==> src/hdl/position_zoom_tween_animator_assert.svh <==
// ----------------------------------------------------------------------------
// Position / zoom tween animator assertion macros
// Same-cycle and next-cycle implication checks on the rising clock edge.
// ----------------------------------------------------------------------------
`ifndef POSITION_ZOOM_TWEEN_ANIMATOR_ASSERT_SVH
`define POSITION_ZOOM_TWEEN_ANIMATOR_ASSERT_SVH

// Consequent must hold in the same cycle as the antecedent.
`define PZT_ASSERT_NOW(label, ante, cons) \
    label: assert property (@(posedge i_clk) disable iff (!i_rst_n) \
        (ante) |-> (cons)) else $error("pzt: same-cycle check failed");

// Consequent must hold in the cycle after the antecedent.
`define PZT_ASSERT_NEXT(label, ante, cons) \
    label: assert property (@(posedge i_clk) disable iff (!i_rst_n) \
        (ante) |=> (cons)) else $error("pzt: next-cycle check failed");

`endif

==> src/hdl/pzt_pkg.sv <==
// ----------------------------------------------------------------------------
// pzt_pkg
// Shared constants, codes and types of the position / zoom tween animator.
// ----------------------------------------------------------------------------
package pzt_pkg;

    // Frames in one run.
    localparam int FRAME_COUNT = 16;

    // Frame counter holds 0 .. FRAME_COUNT; a live frame holds 0 .. FRAME_COUNT-1.
    localparam int FRAME_W = $clog2(FRAME_COUNT + 1);
    localparam int IDX_W   = $clog2(FRAME_COUNT);

    localparam int COORD_W = 13;
    localparam int ZOOM_W  = 10;
    localparam int MAG_W   = COORD_W;

    // Divide by FRAME_COUNT-1 as multiply by a floored reciprocal plus one fix-up.
    localparam int PROD_W  = MAG_W + IDX_W;
    localparam int RECIP_W = PROD_W + 1;
    localparam int WIDE_W  = PROD_W + RECIP_W;
    localparam int DIVISOR = FRAME_COUNT - 1;

    localparam logic [RECIP_W-1:0] RECIP =
        RECIP_W'((64'd1 << PROD_W) / DIVISOR);
    localparam logic [PROD_W-1:0]  DIVISOR_P = PROD_W'(DIVISOR);

    localparam logic [FRAME_W-1:0] FRAME_END   = FRAME_W'(FRAME_COUNT);
    localparam logic [FRAME_W-1:0] FRAME_LAST  = FRAME_W'(FRAME_COUNT - 1);
    localparam logic [FRAME_W-1:0] FRAME_FIRST = FRAME_W'(1);
    localparam logic [FRAME_W-1:0] FRAME_ZERO  = FRAME_W'(0);

    // Item kinds.
    localparam logic MODE_SET  = 1'b0;
    localparam logic MODE_TICK = 1'b1;

    // Sync event codes.
    localparam logic [1:0] SYNC_NONE  = 2'd0;
    localparam logic [1:0] SYNC_ON    = 2'd1;
    localparam logic [1:0] SYNC_LEAVE = 2'd2;

    typedef struct packed {
        logic signed [COORD_W-1:0] x;
        logic signed [COORD_W-1:0] y;
        logic        [ZOOM_W-1:0]  zoom;
    } t_place;

    typedef struct packed {
        logic             fire;
        logic [IDX_W-1:0] frame;
        logic [1:0]       sev;
    } t_push;

    typedef struct packed {
        logic s0;
        logic s1;
        logic s2;
        logic res;
    } t_stage_ld;

endpackage

==> src/hdl/pzt_ctrl.sv <==
// ----------------------------------------------------------------------------
// pzt_ctrl
// Placement state, frame counter and sync tracking; decides which ticks fire.
// ----------------------------------------------------------------------------
module pzt_ctrl
    import pzt_pkg::*;
(
    input  logic                      i_clk,
    input  logic                      i_rst_n,
    input  logic                      i_accept,
    input  logic                      i_mode,
    input  logic signed [COORD_W-1:0] i_target_x,
    input  logic signed [COORD_W-1:0] i_target_y,
    input  logic        [ZOOM_W-1:0]  i_target_zoom,
    input  logic                      i_target_fullscreen,
    output t_place                    o_src,
    output t_place                    o_goal,
    output t_push                     o_push
);

    t_place               r_src;
    t_place               r_goal;
    logic [FRAME_W-1:0]   r_frame;
    logic                 r_armed;
    logic                 r_shown_fs;
    logic                 r_goal_fs;

    logic                 live;
    logic                 fs_differs;
    logic [1:0]           sev;

    assign live       = r_armed && (r_frame != FRAME_END);
    assign fs_differs = r_shown_fs != r_goal_fs;

    always_comb begin
        priority if ((r_frame == FRAME_LAST) && r_goal_fs && fs_differs) begin
            sev = SYNC_ON;
        end else if ((r_frame == FRAME_FIRST) && !r_goal_fs && fs_differs) begin
            sev = SYNC_LEAVE;
        end else begin
            sev = SYNC_NONE;
        end
    end

    assign o_src        = r_src;
    assign o_goal       = r_goal;
    assign o_push.fire  = (i_mode == MODE_TICK) && live;
    assign o_push.frame = r_frame[IDX_W-1:0];
    assign o_push.sev   = sev;

    always_ff @(posedge i_clk) begin
        if (!i_rst_n) begin
            r_src      <= '0;
            r_goal     <= '0;
            r_frame    <= FRAME_ZERO;
            r_armed    <= 1'b0;
            r_shown_fs <= 1'b0;
            r_goal_fs  <= 1'b0;
        end else if (i_accept) begin
            if (i_mode == MODE_SET) begin
                // Shift the old goal to the source; the very first target jumps.
                r_src       <= r_goal;
                r_goal.x    <= i_target_x;
                r_goal.y    <= i_target_y;
                r_goal.zoom <= i_target_zoom;
                r_goal_fs   <= i_target_fullscreen;
                r_frame     <= r_armed ? FRAME_ZERO : FRAME_LAST;
                r_armed     <= 1'b1;
            end else if (live) begin
                r_frame <= r_frame + FRAME_W'(1);
                if (sev != SYNC_NONE) begin
                    r_shown_fs <= r_goal_fs;
                end
            end
        end
    end

endmodule

==> src/hdl/pzt_lane.sv <==
// ----------------------------------------------------------------------------
// pzt_lane
// One coordinate: src + (goal - src) * frame / (FRAME_COUNT-1), truncated
// toward zero, over three registered steps and a result register.
// ----------------------------------------------------------------------------
module pzt_lane
    import pzt_pkg::*;
(
    input  logic                      i_clk,
    input  t_stage_ld                 i_ld,
    input  logic signed [COORD_W-1:0] i_src,
    input  logic signed [COORD_W-1:0] i_goal,
    input  logic        [IDX_W-1:0]   i_frame,
    output logic        [COORD_W-1:0] o_pos
);

    logic signed [COORD_W:0]   span;
    logic                      n_neg0;
    logic [MAG_W-1:0]          n_mag0;

    logic signed [COORD_W-1:0] r_src0, r_src1, r_src2;
    logic                      r_neg0, r_neg1, r_neg2;
    logic [MAG_W-1:0]          r_mag0;
    logic [PROD_W-1:0]         r_prod1, r_prod2;
    logic [PROD_W-1:0]         r_qest2;
    logic [COORD_W-1:0]        r_pos;

    logic [PROD_W-1:0]         n_prod1;
    logic [WIDE_W-1:0]         wide;
    logic [PROD_W-1:0]         n_qest2;
    logic [PROD_W-1:0]         qd;
    logic [PROD_W-1:0]         rem;
    logic [PROD_W-1:0]         quot;
    logic signed [COORD_W:0]   step;
    logic signed [COORD_W:0]   n_pos;

    // Split the span into sign and magnitude.
    assign span   = {i_goal[COORD_W-1], i_goal} - {i_src[COORD_W-1], i_src};
    assign n_neg0 = span[COORD_W];
    assign n_mag0 = n_neg0 ? MAG_W'(-span) : MAG_W'(span);

    assign n_prod1 = PROD_W'(r_mag0) * PROD_W'(i_frame);

    // Quotient estimate, at most one short of the true value.
    assign wide    = WIDE_W'(r_prod1) * WIDE_W'(RECIP);
    assign n_qest2 = wide[2*PROD_W-1:PROD_W];

    assign qd   = r_qest2 * DIVISOR_P;
    assign rem  = r_prod2 - qd;
    assign quot = (rem >= DIVISOR_P) ? (r_qest2 + PROD_W'(1)) : r_qest2;
    assign step = r_neg2 ? -$signed({1'b0, quot[MAG_W-1:0]})
                         :  $signed({1'b0, quot[MAG_W-1:0]});
    assign n_pos = {r_src2[COORD_W-1], r_src2} + step;

    assign o_pos = r_pos;

    always_ff @(posedge i_clk) begin
        if (i_ld.s0) begin
            r_src0 <= i_src;
            r_neg0 <= n_neg0;
            r_mag0 <= n_mag0;
        end
        if (i_ld.s1) begin
            r_src1  <= r_src0;
            r_neg1  <= r_neg0;
            r_prod1 <= n_prod1;
        end
        if (i_ld.s2) begin
            r_src2  <= r_src1;
            r_neg2  <= r_neg1;
            r_prod2 <= r_prod1;
            r_qest2 <= n_qest2;
        end
        if (i_ld.res) begin
            r_pos <= n_pos[COORD_W-1:0];
        end
    end

endmodule

==> src/hdl/position_zoom_tween_animator.sv <==
// ----------------------------------------------------------------------------
// position_zoom_tween_animator
// Linear keyframe tween of an (x, y, zoom) placement with fullscreen sync.
// ----------------------------------------------------------------------------
// A set-target word (mode 0) stores a new goal placement, moves the old goal
// to the source and restarts a run of FRAME_COUNT frames; the first target
// after reset starts on the last frame, so the first tick lands on it. Each
// tick word (mode 1) inside a run returns one result word holding the
// interpolated x, y and zoom and a sync event: sync on when the last frame
// enters fullscreen, sync off when frame 1 leaves it. Set-target words and
// ticks outside a run return nothing. One word is taken every clock cycle
// unless the input is stalled; a result passes through four registers: the
// input register (span sign and magnitude, captured at the edge that takes
// its tick), two arithmetic registers (multiply by frame, multiply by
// the reciprocal of FRAME_COUNT-1) and the result register (fix-up and add).
// The input stalls only when all four of those registers are full and the
// output is stalled.
// ----------------------------------------------------------------------------
module position_zoom_tween_animator
    import pzt_pkg::*;
(
    input  logic                      i_clk,
    input  logic                      i_rst_n,
    input  logic                      i_in_valid,
    output logic                      o_in_stall,
    input  logic                      i_mode,
    input  logic signed [COORD_W-1:0] i_target_x,
    input  logic signed [COORD_W-1:0] i_target_y,
    input  logic        [ZOOM_W-1:0]  i_target_zoom,
    input  logic                      i_target_fullscreen,
    output logic                      o_out_valid,
    input  logic                      i_out_stall,
    output logic signed [COORD_W-1:0] o_pos_x,
    output logic signed [COORD_W-1:0] o_pos_y,
    output logic        [ZOOM_W-1:0]  o_pos_zoom,
    output logic        [1:0]         o_sync_event
);

    t_place             src;
    t_place             goal;
    t_push              push;
    t_stage_ld          ld;

    logic               in_acc;
    logic               take0, take1, take2, take_res;

    logic               r_v0, r_v1, r_v2, r_out_valid;
    logic [IDX_W-1:0]   r_frame0;
    logic [1:0]         r_sev0, r_sev1, r_sev2, r_sev_out;

    logic [COORD_W-1:0] pos_x, pos_y, pos_z;

    // Each stage takes a new word when empty or when its contents move on.
    assign take_res = !r_out_valid || !i_out_stall;
    assign take2    = !r_v2 || take_res;
    assign take1    = !r_v1 || take2;
    assign take0    = !r_v0 || take1;

    assign o_in_stall = !take0;
    assign in_acc     = i_in_valid && take0;

    assign ld.s0  = take0;
    assign ld.s1  = take1;
    assign ld.s2  = take2;
    assign ld.res = take_res;

    pzt_ctrl u_ctrl (
        .i_clk               (i_clk),
        .i_rst_n             (i_rst_n),
        .i_accept            (in_acc),
        .i_mode              (i_mode),
        .i_target_x          (i_target_x),
        .i_target_y          (i_target_y),
        .i_target_zoom       (i_target_zoom),
        .i_target_fullscreen (i_target_fullscreen),
        .o_src               (src),
        .o_goal              (goal),
        .o_push              (push)
    );

    pzt_lane u_lane_x (
        .i_clk   (i_clk),
        .i_ld    (ld),
        .i_src   (src.x),
        .i_goal  (goal.x),
        .i_frame (r_frame0),
        .o_pos   (pos_x)
    );

    pzt_lane u_lane_y (
        .i_clk   (i_clk),
        .i_ld    (ld),
        .i_src   (src.y),
        .i_goal  (goal.y),
        .i_frame (r_frame0),
        .o_pos   (pos_y)
    );

    // Zoom is unsigned; widen with zeros so it runs on a signed lane.
    pzt_lane u_lane_z (
        .i_clk   (i_clk),
        .i_ld    (ld),
        .i_src   ($signed({{(COORD_W - ZOOM_W){1'b0}}, src.zoom})),
        .i_goal  ($signed({{(COORD_W - ZOOM_W){1'b0}}, goal.zoom})),
        .i_frame (r_frame0),
        .o_pos   (pos_z)
    );

    // Valid bits: only a firing tick enters the pipeline.
    always_ff @(posedge i_clk) begin
        if (!i_rst_n) begin
            r_v0        <= 1'b0;
            r_v1        <= 1'b0;
            r_v2        <= 1'b0;
            r_out_valid <= 1'b0;
        end else begin
            if (take0) begin
                r_v0 <= in_acc && push.fire;
            end
            if (take1) begin
                r_v1 <= r_v0;
            end
            if (take2) begin
                r_v2 <= r_v1;
            end
            if (take_res) begin
                r_out_valid <= r_v2;
            end
        end
    end

    // Frame index and sync event ride along with the lanes; no reset needed.
    always_ff @(posedge i_clk) begin
        if (ld.s0) begin
            r_frame0 <= push.frame;
            r_sev0   <= push.sev;
        end
        if (ld.s1) begin
            r_sev1 <= r_sev0;
        end
        if (ld.s2) begin
            r_sev2 <= r_sev1;
        end
        if (ld.res) begin
            r_sev_out <= r_sev2;
        end
    end

    assign o_out_valid  = r_out_valid;
    assign o_pos_x      = pos_x;
    assign o_pos_y      = pos_y;
    assign o_pos_zoom   = pos_z[ZOOM_W-1:0];
    assign o_sync_event = r_sev_out;

`include "position_zoom_tween_animator_assert.svh"

    // A set-target word never puts anything into the pipeline.
    `PZT_ASSERT_NEXT(a_set_no_push, in_acc && (i_mode == MODE_SET), !r_v0)
    // Input stalls only when every stage is full and the output is held.
    `PZT_ASSERT_NOW(a_stall_full, o_in_stall,
        r_v0 && r_v1 && r_v2 && r_out_valid && i_out_stall)
    // A shown result carries a defined sync code.
    `PZT_ASSERT_NOW(a_sev_code, r_out_valid,
        (r_sev_out == SYNC_NONE) || (r_sev_out == SYNC_ON) || (r_sev_out == SYNC_LEAVE))

endmodule

==> config.mk <==
export PLATFORM = sky130hd
export DESIGN_NAME = position_zoom_tween_animator
export DESIGN_NICKNAME = d
export VERILOG_FILES = /design/src/hdl/pzt_pkg.sv /design/src/hdl/pzt_ctrl.sv /design/src/hdl/pzt_lane.sv /design/src/hdl/position_zoom_tween_animator.sv
export VERILOG_INCLUDE_DIRS = /design/src /design/src/hdl
export SDC_FILE = /design/constraint.sdc
export NUM_CORES = 2
export LEC_CHECK = 0
export ABC_AREA = 0
export BUFFER_PORTS_ARGS = -buffer_cell sky130_fd_sc_hd__buf_2
export CAP_MARGIN = 20
export CORE_MARGIN = 10
export CORE_UTILIZATION = 48
export CTS_CLUSTER_SIZE = 25
export DETAILED_ROUTE_END_ITERATION = 10
export PLACE_DENSITY = 0.69
export SLEW_MARGIN = 5
export SYNTH_ARGS = -nofsm -noshare
export SYNTH_HDL_FRONTEND = slang
export SYNTH_SLANG_ARGS = --single-unit
==> constraint.sdc <==
create_clock -name i_clk -period 23.1 [get_ports i_clk]
set_clock_uncertainty 0.2 [all_clocks]
set_input_delay 5.775 -clock i_clk [delete_from_list [all_inputs] [get_ports i_clk]]
set_output_delay 5.775 -clock i_clk [all_outputs]
set_load 0.01 [all_outputs]
## Word-level counts from Yosys, hierarchy flattened

Index checks and enable logic that the tools add are counted.

- Register bits after elaboration: 432
- Logic and storage cells: 126
- Bits of input ports: 42
- Output and inout bits: 40

- $add $sub $neg: 19
- Multiplexer cells: 14
- Eq/ne operators: 5
- Bitwise gates (word level): 1
- Reductions and logical operators: 23
- Multiply operators: 9
- $lt $le $gt $ge: 3

Operators with widths:

| kind | number |
|---|---|
| 13-bit 2-to-1 mux | 7 |
| 17-bit by 13-bit multiplier with 30-bit output, second input constant | 3 |
| 13-bit negation | 4 |
| 17-bit by 4-bit >= comparator with 1-bit output, second input constant | 3 |
| 13-bit by 4-bit multiplier with 17-bit output | 3 |
| 14-bit by 4-bit multiplier with 17-bit output, second input constant | 3 |
| 17-bit subtractor | 3 |
| 13-bit by 13-bit subtractor with 14-bit output | 2 |
| 13-bit by 1-bit adder with 13-bit output, second input constant | 2 |
| 13-bit adder | 2 |
| 10-bit 2-to-1 mux | 2 |
| 11-bit negation with 13-bit output | 1 |
| 10-bit by 10-bit subtractor with 11-bit output | 1 |
| 10-bit by 1-bit adder with 10-bit output, second input constant | 1 |
| 10-bit adder | 1 |
| 5-bit 2-to-1 mux | 2 |
| 10-bit negation | 1 |
| 1-bit logical AND | 8 |
| 1-bit zero test | 7 |
| 5-bit by 1-bit adder with 5-bit output, second input constant | 1 |
| 5-bit by 1-bit == test with 1-bit output, second input constant | 1 |
| 5-bit by 4-bit == test with 1-bit output, second input constant | 1 |
| 5-bit != test, second input constant | 1 |
| 1-bit logical OR | 4 |
| other kinds (8) | 10 |

## Longest topological paths before layout

- Word-level depth: 7
- Mapped depth: 36
- Depth with buffers taken out: 33

## Cells and area by module

A second synthesis with hierarchy kept.

- Cell total of the unflattened synthesis: 3630
- Area total of the unflattened synthesis: 36979.2 µm²

Modules (own cells, without submodules):

| module | times used | cells each | sequential area each (µm²) | area each (µm²) |
|---|---|---|---|---|
| pzt_lane at u_lane_y | 1 | 1085 | 3483.3 | 11207.0 |
| pzt_lane at u_lane_x | 1 | 1084 | 3483.3 | 11109.4 |
| pzt_lane at u_lane_z | 1 | 1048 | 3483.3 | 10920.5 |
| pzt_ctrl | 1 | 379 | 1601.5 | 3195.6 |
| position_zoom_tween_animator | 1 | 34 | 440.4 | 546.8 |

## Worst setup path after synthesis

No wires, ideal clock.

- Kind: input -> output
- Start: input port i_out_stall
- End: output port o_in_stall
- Setup slack: 8.557 ns
- Arrival: 8.568 ns
- Stages: 3
- Path through: and3_1 > nand3_1 > inv_1

- Word-level cells in the longest chain between the ends: 6

Ends and longest elaborated chain:

| item | RTL line | text |
|---|---|---|
| from (decl) | position_zoom_tween_animator.sv:32 | `input logic i_out_stall,` |
| 1-bit zero test | position_zoom_tween_animator.sv:54 | `assign take_res = !r_out_valid \|\| !i_out_stall;` |
| 1-bit logical OR | position_zoom_tween_animator.sv:54 |  |
| 1-bit logical OR | position_zoom_tween_animator.sv:55 | `assign take2 = !r_v2 \|\| take_res;` |
| 1-bit logical OR | position_zoom_tween_animator.sv:56 | `assign take1 = !r_v1 \|\| take2;` |
| 1-bit logical OR | position_zoom_tween_animator.sv:57 | `assign take0 = !r_v0 \|\| take1;` |
| 1-bit zero test | position_zoom_tween_animator.sv:59 | `assign o_in_stall = !take0;` |
| to (decl) | position_zoom_tween_animator.sv:25 | `output logic o_in_stall,` |

No other way between the ends.

## Worst setup path after layout

Same ends and word-level chain as after synthesis.

==> load_flow_metrics.sql <==
INSERT INTO impl_metrics (metric_group, metric, value, unit) VALUES
('synth', 'yosysMostFrequentCell', 'inv_1', ''),
('drt', 'drt-pass1-iter-count', '5', ''),
('global_route', 'antenna_violations_before_repair', '2', ''),
('worst_setup_path', 'critPathRequiredTime', '17.12', 'ns'),
('global_route', 'grt_max_degree', '91', ''),
('global_route', 'groute.usage.overall', '0.163', ''),
('timing', 'grt_setup_unrepaired', 'no', ''),
('synth', 'yosys_warnings', '0', ''),
('finish', 'nets', '4233', ''),
('worst_setup_path', 'worst_setup_path_start_kind', 'primary input', ''),
('synth', 'synth_top_area_share', '0.297', ''),
('synth', 'synthTopCellsByArea', 'edfxtp_1 30%, ha_1 17%, fa_1 13%', ''),
('clocking', 'post_cts.resized_instances', '0', ''),
('worst_setup_path', 'worstSetupEndpointType', 'output port', ''),
('timing', 'timing.fmax', '0.0763', 'GHz'),
('job', 'max_cap_viol_count', '0', ''),
('placed_design', 'gp_congestion', '0.858', ''),
('clocking', 'clk-insertion-delay-late', '0.63', 'ns'),
('synth', 'share_of_the_yosys_chip_area_belonging_to_registers', '0.345', ''),
('clocking', 'cts_made_buffers', '49', ''),
('clocking', 'tritoncts_clock_tree', 'done', ''),
('timing', 'relative_slew_margins', '0.392', ''),
('synth', 'ys_async_sr_fraction', '0', ''),
('timing', 'timing.setup.tns', '0', 'ns'),
('drt', 'routed-via-count', '23100', ''),
('timing', 'final_hold_viol_count', '0', ''),
('global_route', 'grt_pass1_wl', '115', 'mm'),
('placed_design', 'io_buffer_count', '81', ''),
('synth', 'postSynthCellCount', '3421', ''),
('min_path', 'hp-class', 'reg2reg', ''),
('drt', 'route.detailed.wl_per_inst', '15.3', 'um'),
('placed_design', 'place_inst', '4403', ''),
('die', 'floorplan.initialDensity', '0.483', ''),
('synth', 'netlist_area', '35100', 'um2'),
('clocking', 'cts_setup_buffers', '0', ''),
('die', 'dieWidth', '291', 'um'),
('synth', 'synth_cell_types', '87', ''),
('synth', 'ys_top_cells_by_count', '577 x inv_1, 471 x ha_1, 358 x nand2_1', ''),
('clocking', 'clk_root_buffer_cell', 'clkbuf_16', ''),
('worst_setup_path', 'cp.arrival', '7.14', 'ns'),
('die', 'die-area', '84400', 'um2'),
('timing', 'worst_slew_pin_slew', '0.912', 'ns'),
('clocking', 'clk_pin_slew', '0.05', 'ns'),
('die', 'fp.coreArea', '72700', 'um2'),
('drt', 'drt_drc_violations_left', '0', ''),
('synth', 'synth_flop_cell', 'edfxtp_1', ''),
('clocking', 'postCtsHoldBufs', '0', ''),
('timing', 'setup_viol', '0', ''),
('worst_setup_path', 'timing.critical_path.cells', 'buf_2, and3_1, nand3_4, inv_1, buf_2', ''),
('global_route', 'vias_in_the_first_global_route', '23300', ''),
('worst_setup_path', 'critical_path.slowest_cell', 'and3_1', ''),
('timing', 'maxSlewViolCount', '0', ''),
('worst_setup_path', 'crit_type', 'in2out', ''),
('die', 'std_cell_rows', '99', ''),
('timing', 'finalCriticalPeriod', '13.11', 'ns'),
('synth', 'post-synth-top-area-cell', 'edfxtp_1', ''),
('finish', 'drive_gt1_frac', '0.0653', ''),
('drt', 'detail_route.wirelength', '68.7', 'mm'),
('clocking', 'htreeDepth', '2', ''),
('drt', 'detail_route.iter0.violations', '1173', ''),
('die', 'die_height', '291', 'um'),
('worst_setup_path', 'cpMostUsedCell', 'buf_2', ''),
('drt', 'remaining_antenna_violation_count', '0', ''),
('timing', 'final_min_period_over_clock_period', '0.568', ''),
('drt', 'viasPerCell', '5.14', ''),
('finish', 'final_cells', '4496', ''),
('clocking', 'cts_num_sinks', '432', ''),
('synth', 'synth_enable_flop_cells', '348', ''),
('worst_setup_path', 'timing.critical_path.fanout_max', '21', ''),
('outcome', 'status', 'complete, no violations', ''),
('synth', 'ys_seq_elements', '432', ''),
('worst_setup_path', 'slowest_delay', '0.42', 'ns'),
('die', 'floorplan.io_pins', '82', ''),
('placed_design', 'hpwl', '53.5', 'mm'),
('global_route', 'overflow', '0', ''),
('synth', 'avgSynthCellArea', '10.3', 'um2'),
('clocking', 'max-clock-path-buffers', '3', ''),
('finish', 'area_growth', '8.94', '%'),
('finish', 'fillerInstances', '6438', '');
-- flip-flops by register name, indices dropped and copies added, names as in the netlist, 14 cells and up --
signal            flops
u_lane_y.r_prod2     17
u_ctrl.o_goal        36
u_ctrl.o_src         36
u_lane_x.r_qest2     14
u_lane_x.r_prod2     17
u_lane_z.r_qest2     14
u_lane_y.r_qest2     14
u_lane_x.r_prod1     17
u_lane_z.r_prod2     17
u_lane_z.r_prod1     17
u_lane_y.r_prod1     17
-- cells in the final DEF, fill, tap and decap left out, types with 72 or more instances in the layout --
cell,n
nor2_1,95
buf_2,81
nand2_1,356
inv_1,576
fa_1,225
o21ai_0,91
and2_1,72
a21oi_1,153
xor2_1,76
xnor2_1,184
ha_1,471
dfxtp_1,84
edfxtp_1,348
a21boi_0,81
-- stage by stage --
stage	area (um2)	setup WS, ns	util	hold slack [ns]
final	38300	9.99	0.526	0.217
after global placement	36600	10.01	0.503	0.202
after detailed placement	36600	9.97	0.503	0.205
after global routing	38300	9.89	0.526	0.219
after floorplan	35100	8.56	-	0.200
after CTS	38300	9.96	0.526	0.218
-- worst max-delay path, delay by kind of cell --
family        cells  cell delay, ns
simple gates      2            0.77
buf+inv           3            0.57
-- cell families after synthesis --
family / after synthesis / synth area share
buffers and inverters: 649 / 0.0698
AND/OR/NAND/NOR: 781 / 0.107
XOR/XNOR: 260 / 0.0648
flip-flops: 432 / 0.345
multiplexers: 9 / 0.00263
AO/OA/AOI/OAI: 593 / 0.115
other: 1 / 0.000107
adder cells (fa/ha/maj): 696 / 0.296
-- final cells by class --
cell class | instances | area (um2) | area share
Multi-Input combinational cell | 2341 | 20600 | 0.538
Sequential cell | 432 | 12100 | 0.317
Inverter | 578 | 2170 | 0.0568
Clock buffer | 56 | 1280 | 0.0335
Tap cell | 959 | 1200 | 0.0313
Timing Repair Buffer | 93 | 495 | 0.0129
Clock inverter | 36 | 399 | 0.0104
Antenna cell | 1 | 2.50 | 0.0000654
-- routing by layer --
layer / share of wire / global-route usage / vias up / wire length, um
met3: 0.041 / 0.0234 / 94 / 2840
met4: 0.026 / 0.0494 / 0 / 1810
met5: 0 / 0 / - / 0
met2: 0.45 / 0.267 / 367 / 31200
li1: - / - / 11700 / -
met1: 0.48 / 0.220 / 11000 / 32900
-- path summary, 6_finish.rpt --
path	to	startpoint	cells after the start	slack, ns
worst max register to register	u_lane_x.o_pos[12]	u_lane_x.r_qest2[2]	32	13.80
worst min register to register	o_sync_event[1]	r_sev2[1]	0	0.22
worst min-delay path	o_sync_event[1]	r_sev2[1]	0	0.22
worst max-delay path	o_in_stall	i_out_stall	5	9.99
Power is not shown: default switching activity piles up to over one toggle a cycle in this logic, so the estimate is an artifact.
